`src/rtl/core/iu2b_pkg.sv`:
```
// Types, constants and blend weights of the 2x upscaler.
`timescale 1ns / 1ps

package iu2b_pkg;

    localparam int COORD_W = 8;
    localparam int PIX_W   = 8;
    localparam int EXT_W   = 9;
    localparam int WGT_W   = 17;
    localparam int ACC_W   = 24;
    localparam int CFG_IDX_W = 1;

    localparam logic [CFG_IDX_W-1:0] CFG_OUT_ROWS = 1'b0;
    localparam logic [CFG_IDX_W-1:0] CFG_OUT_COLS = 1'b1;
    localparam logic [EXT_W-1:0]     EXT_RESET    = 9'd256;

    localparam logic REQ_LOAD  = 1'b0;
    localparam logic REQ_QUERY = 1'b1;

    // Q16 blend weights; the copy weight is exactly one.
    localparam logic [WGT_W-1:0] W_BIG   = 17'd19825;
    localparam logic [WGT_W-1:0] W_MID   = 17'd16220;
    localparam logic [WGT_W-1:0] W_SMALL = 17'd13271;
    localparam logic [WGT_W-1:0] W_ONE   = 17'd65536;
    localparam logic [WGT_W-1:0] W_NONE  = 17'd0;

    // Neighbor order: bit 0 steps the column, bit 1 steps the row.
    localparam logic [1:0] NB_A1 = 2'd0;
    localparam logic [1:0] NB_B1 = 2'd1;
    localparam logic [1:0] NB_A2 = 2'd2;
    localparam logic [1:0] NB_B2 = 2'd3;

    typedef struct packed {
        logic               req_type;
        logic [COORD_W-1:0] row;
        logic [COORD_W-1:0] col;
        logic [PIX_W-1:0]   pixel_in;
    } t_in_word;

    typedef struct packed {
        logic [COORD_W-1:0] out_row;
        logic [COORD_W-1:0] out_col;
        logic [PIX_W-1:0]   pixel_out;
        logic               border_hole;
    } t_out_word;

    typedef struct packed {
        logic       capture;
        logic       write;
        logic       rd_issue;
        logic [1:0] rd_idx;
        logic       load_out;
    } t_dp_cmd;

    typedef struct packed {
        logic is_load;
        logic is_copy;
        logic is_hole;
        logic out_free;
    } t_dp_status;

    function automatic logic [WGT_W-1:0] blend_weight(
        input logic       copy,
        input logic       odd_col,
        input logic [1:0] nb
    );
        logic [WGT_W-1:0] w;
        w = W_NONE;
        if (copy) begin
            w = (nb == NB_A1) ? W_ONE : W_NONE;
        end else begin
            case (nb)
                NB_A1:   w = odd_col ? W_BIG : W_SMALL;
                NB_B1:   w = W_MID;
                NB_A2:   w = W_MID;
                NB_B2:   w = odd_col ? W_SMALL : W_BIG;
                default: w = W_NONE;
            endcase
        end
        return w;
    endfunction

endpackage

```
`src/rtl/core/iu2b_ctrl.sv`:
```
// Controller state machine: sequences load writes, neighbor reads and result handoff.
`timescale 1ns / 1ps

module iu2b_ctrl (
    input  logic                 i_clk,
    input  logic                 i_rst_n,
    input  logic                 i_in_valid,
    output logic                 o_in_ready,
    input  iu2b_pkg::t_dp_status i_status,
    output iu2b_pkg::t_dp_cmd    o_cmd
);

    typedef enum logic [2:0] {
        S_IDLE,
        S_DECODE,
        S_READ,
        S_WAIT,
        S_DONE
    } t_state;

    t_state     r_state;
    t_state     n_state;
    logic [1:0] r_rd_idx;
    logic [1:0] n_rd_idx;
    logic [1:0] rd_last;

    // Copies need only the direct source pixel.
    assign rd_last = i_status.is_copy ? iu2b_pkg::NB_A1 : iu2b_pkg::NB_B2;

    always_comb begin
        n_state  = r_state;
        n_rd_idx = r_rd_idx;
        o_cmd    = '0;
        o_cmd.rd_idx = r_rd_idx;
        case (r_state)
            S_IDLE: begin
                o_cmd.capture = i_in_valid;
                if (i_in_valid) begin
                    n_state = S_DECODE;
                end
            end
            S_DECODE: begin
                n_rd_idx = iu2b_pkg::NB_A1;
                if (i_status.is_load) begin
                    o_cmd.write = 1'b1;
                    n_state     = S_IDLE;
                end else if (i_status.is_hole) begin
                    n_state = S_DONE;
                end else begin
                    n_state = S_READ;
                end
            end
            S_READ: begin
                o_cmd.rd_issue = 1'b1;
                n_rd_idx       = r_rd_idx + 2'd1;
                if (r_rd_idx == rd_last) begin
                    n_state = S_WAIT;
                end
            end
            S_WAIT: begin
                n_state = S_DONE;
            end
            S_DONE: begin
                if (i_status.out_free) begin
                    o_cmd.load_out = 1'b1;
                    n_state        = S_IDLE;
                end
            end
            default: begin
                n_state = S_IDLE;
            end
        endcase
    end

    always_ff @(posedge i_clk) begin
        if (!i_rst_n) begin
            r_state  <= S_IDLE;
            r_rd_idx <= iu2b_pkg::NB_A1;
        end else begin
            r_state  <= n_state;
            r_rd_idx <= n_rd_idx;
        end
    end

    assign o_in_ready = (r_state == S_IDLE);

endmodule

```
`config.mk`:
```
export PLATFORM = sky130hd
export DESIGN_NAME = iu2b_ctrl
export DESIGN_NICKNAME = d
export VERILOG_FILES = /design/src/rtl/core/iu2b_pkg.sv /design/src/rtl/core/iu2b_ctrl.sv
export SDC_FILE = /design/constraint.sdc
export NUM_CORES = 1
export LEC_CHECK = 0
export BUFFER_PORTS_ARGS = -buffer_cell sky130_fd_sc_hd__clkbuf_2
export CAP_MARGIN = 20
export CORE_AREA = 3 3 40 42
export CTS_CLUSTER_SIZE = 30
export DETAILED_ROUTE_END_ITERATION = 12
export DIE_AREA = 0 0 43 45
export GPL_ROUTABILITY_DRIVEN = 0
export PLACE_DENSITY_LB_ADDON = 0.05
export RECOVER_POWER = 100
export SETUP_SLACK_MARGIN = 0.15
export SLEW_MARGIN = 10
export SYNTH_ARGS = -nofsm -noshare
export SYNTH_HDL_FRONTEND = slang
export SYNTH_SLANG_ARGS = --single-unit
```
`constraint.sdc`:
```
create_clock -name i_clk -period 2 [get_ports i_clk]
set_input_delay 0.1 -clock i_clk [delete_from_list [all_inputs] [get_ports i_clk]]
set_output_delay 0.1 -clock i_clk [all_outputs]
set_load 0.01 [all_outputs]
```
== Word level (Yosys, flattened, before mapping) ==
Index checks and enable logic that the tools add are counted.
Word-level totals
  register bits after elaboration: 5
  bits of input ports: 7
  output and inout bits: 7
  logic and storage cells: 28
Cells by class
  add/subtract/negate cells: 1
  equality and inequality tests: 8
  muxes and demuxes: 14
  reductions and logical operators: 3
Operators with widths (count)
  $mux 3: 5
  $pmux 3 s5: 1
  $eq 3x2->1 const B: 2
  $mux 1: 6
  $ne 2x2->1 const B: 3
  $pmux 2 s2: 1
  $eq 3x1->1 const B: 1
  $eq 3x3->1 const B: 1
  $logic_not 3->1: 1
  $reduce_and 3->1: 1
  $add 2x1->2 const B: 1
  $eq 2x2->1: 1
  $mux 2: 1
  $reduce_bool 2->1: 1

== Logic depth before layout (Yosys ltp) ==
  word-level depth: 4
  gate-level depth with buffers: 4
  depth with buffers taken out: 3

== Worst setup path before layout ==
OpenSTA, ideal clock, no wires.
  path kind: flip-flop to output port
  start point: register r_state[1]
  end point: output port o_cmd[5] (netlist name)
  arrival time: 1.014 ns
  data required time: 1.900 ns
  slack: 0.886 ns
  cell stages (with the launch flop): 4
  path buffers: 1
  path through: dfxtp_1 -> buf_2 -> nor3_1 -> and2_1
RTL lines
  from (decl): RTL line iu2b_ctrl.sv:21  | t_state r_state;
  from (signal assigned): RTL line iu2b_ctrl.sv:80  | r_state <= n_state;
  to (decl): RTL line iu2b_ctrl.sv:10  | output iu2b_pkg::t_dp_cmd o_cmd

==> impl_metrics.ini <==
[die]
die_area_mm2 = 0.00194
start_util = 0.250
die_height_um = 45
die_w_um = 43
rows = 13
core_area_mm2 = 0.00128
ios = 14

[cells_and_area]
fin_cells = 68
diodes = 0
drive_gt1_frac = 0.208
syn_to_final_growth_pct = 23.7
nNetsFinal = 61

[synthesis]
synthesis.nets = 46
avgSynthCellArea_um2 = 8.25
ys_types = 20
seq_area_frac_synth = 0.311
synth-warning-count = 0
synth_seq_cells = 5
synth_area_um2 = 322
synth_edf_count = 0
async_reset_ff_frac = 0
syn-instance-count = 39
ys.flop_type = dfxtp_1

[placed_design]
post-dp-hpwl_um = 601
dp_slack_ps = 800
place_inst = 64
port_buffers = 13

[timing]
slew_headroom = 0.712
drv_slew = 0
fmax_ghz = 0.724
final.period_utilization = 0.691
rsz0062_at_grt = no
worst_pin_slew_ps = 432
fin_skew_ps = 2.18
post-route-min-period_ps = 1380
hold_viol = 0
finalSetupViolCount = 0
finalSetupTns_ps = 0
worst_slack_ps = 619

[clocking]
clock-root-buffer = clkbuf_4
cts_setup_buffers = 0
clk_latency_ps = 250
post_cts_resized = 0
cts.htree.levels = 1
cts.sinks = 5
holdBufCountCts = 0
clk_pin_slew_ps = 50
cts_buffers = 3
cts_tree = done
clockBufferDepth = 2

[setup_path]
crit_fanout = 10
cp-end-kind = output pin
cp_slowest_cell = dfxtp_1
critPathTopFamily = flip-flops
cp_slowest_stage_delay_ps = 500
crit_chain = and2b_1 > and3b_1 > clkbuf_1
path_buf_inv = 1
crit_type = flop to output pin
r2r-start = r_state[1]
worstReg2RegEnd = r_state[2]
worstPathRequired_ps = 1900
cp.arrival_ps = 1280
cp-start-kind = flop
reg2reg_depth = 2
r2r_setup_slack_ps = 800

[route]
drt_iter0_markers = 2
dr.pass1.iters = 2
wl_per_cell_um = 12.7
wl_met2_um = 388
wl_um = 865
vias_per_cell = 4.75
route.met3.wl_um = 70
drc = 0
ant_nets = 0
top_layer_used = met4
num_vias = 323
wl_met1_um = 399

[hold_path]
hp-class = primary input to flop
hold_start = i_rst_n
min_to = r_rd_idx[0]
min_path_cells = 3

[global_routing]
antenna_found_initial = 0
grt-ovfl-total = 0
track_usage = 0.104
grt_pass1_wl_um = 1460
grt_max_degree = 15
grt_pass1_vias = 319

[pwr]
power_leakage_nw = 0.153
powerDensity_mw_per_mm2 = 691
clockPowerShare = 0.464
share_comb_of_total_power = 0.128
p_sw_frac = 0.283
ir_drop_uv = 275
p_int_uw = 197
p_seq_frac = 0.408
power.switching_uw = 78.0

[run]
drv_cap = 0

[run_status]
status = finished, final reports clean
-- per-stage QoR --
step	cell area (µm²)	power, mW	hold slack (ps)	util
floorplan	322	0.137	253	-
global placement	378	0.150	384	0.294
detailed placement	378	0.151	393	0.294
CTS	404	0.280	134	0.315
global route	398	0.293	156	0.310
finish	398	0.275	137	0.310
-- logic make-up (layout without fill, tap and decap cells) --
| kind of cell | count (synthesis) | count (layout) | synth area share |
|---|---|---|---|
| muxes | 2 | 2 | 0.0623 |
| buffers and inverters | 4 | 18 | 0.0972 |
| DFF | 5 | 5 | 0.311 |
| AOI/OAI and AO/OA | 11 | 11 | 0.191 |
| and+or+nand+nor | 17 | 17 | 0.339 |
-- cell usage after synthesis, types with 2 or more instances --
cell,instances,area share
nor3_1,3,0.047
o21ai_0,3,0.047
dfxtp_1,5,0.31
nor2_1,3,0.035
a21oi_1,6,0.093
and2_1,2,0.039
and3b_1,2,0.054
buf_6,2,0.070
mux2i_1,2,0.062
-- worst reg2reg max path, cell delays in order, from the launching register on --
cell and delay (ps):
dfxtp_1 440, or4b_1 560, a21oi_1 140
-- per-layer routing --
| layer | track usage | up-vias |
|---|---|---|
| met4 | 0.0904 | 0 |
| met3 | 0.0359 | 2 |
| met1 | 0.117 | 144 |
| met2 | 0.159 | 8 |
| li1 | - | 169 |
| met5 | 0 | - |
-- sequential cells by signal (all words and copies together) (netlist names) --
name and flops:
r_rd_idx 2, r_state 3
-- how the worst max path moves through the flow --
| stage | from | end | depth (start not counted) |
|---|---|---|---|
| after floorplan | r_state[1] | o_cmd[5] | 3 |
| after global placement | r_state[1] | r_state[2] | 2 |
| after detailed placement | r_state[1] | r_state[2] | 2 |
| after CTS | r_state[2] | o_cmd[4] | 3 |
| after global routing | r_state[0] | o_cmd[4] | 3 |
| final | r_state[2] | o_cmd[4] | 3 |
-- power by group through the flow --
stage / clock network, mW / registers, mW / logic (mW)
after floorplan: 0 / 0.108 / 0.0292
after global placement: 0 / 0.114 / 0.0360
after detailed placement: 0 / 0.114 / 0.0370
after CTS: 0.131 / 0.112 / 0.0372
after global routing: 0.139 / 0.113 / 0.0408
final: 0.128 / 0.112 / 0.0353
-- placed cells by master, fill, tap and decap left out, types with 3 or more instances in the layout --
| master | n |
|---|---|
| clkbuf_2 | 8 |
| dfxtp_1 | 5 |
| clkbuf_4 | 3 |
| clkbuf_1 | 6 |
| o21ai_0 | 3 |
| nor2_1 | 3 |
| a21oi_1 | 6 |
| nor3_1 | 3 |
| and2_0 | 3 |
-- final cells by class --
| class | instances | area [µm²] |
|---|---|---|
| Tap cell | 15 | 18.8 |
| Timing Repair Buffer | 13 | 58.8 |
| Clock buffer | 4 | 26.3 |
| Multi-Input combinational cell | 30 | 190 |
| Inverter | 1 | 3.75 |
| Fill cell | 142 | 887 |
| Sequential cell | 5 | 100 |
Power figures use the tool's default switching activity.
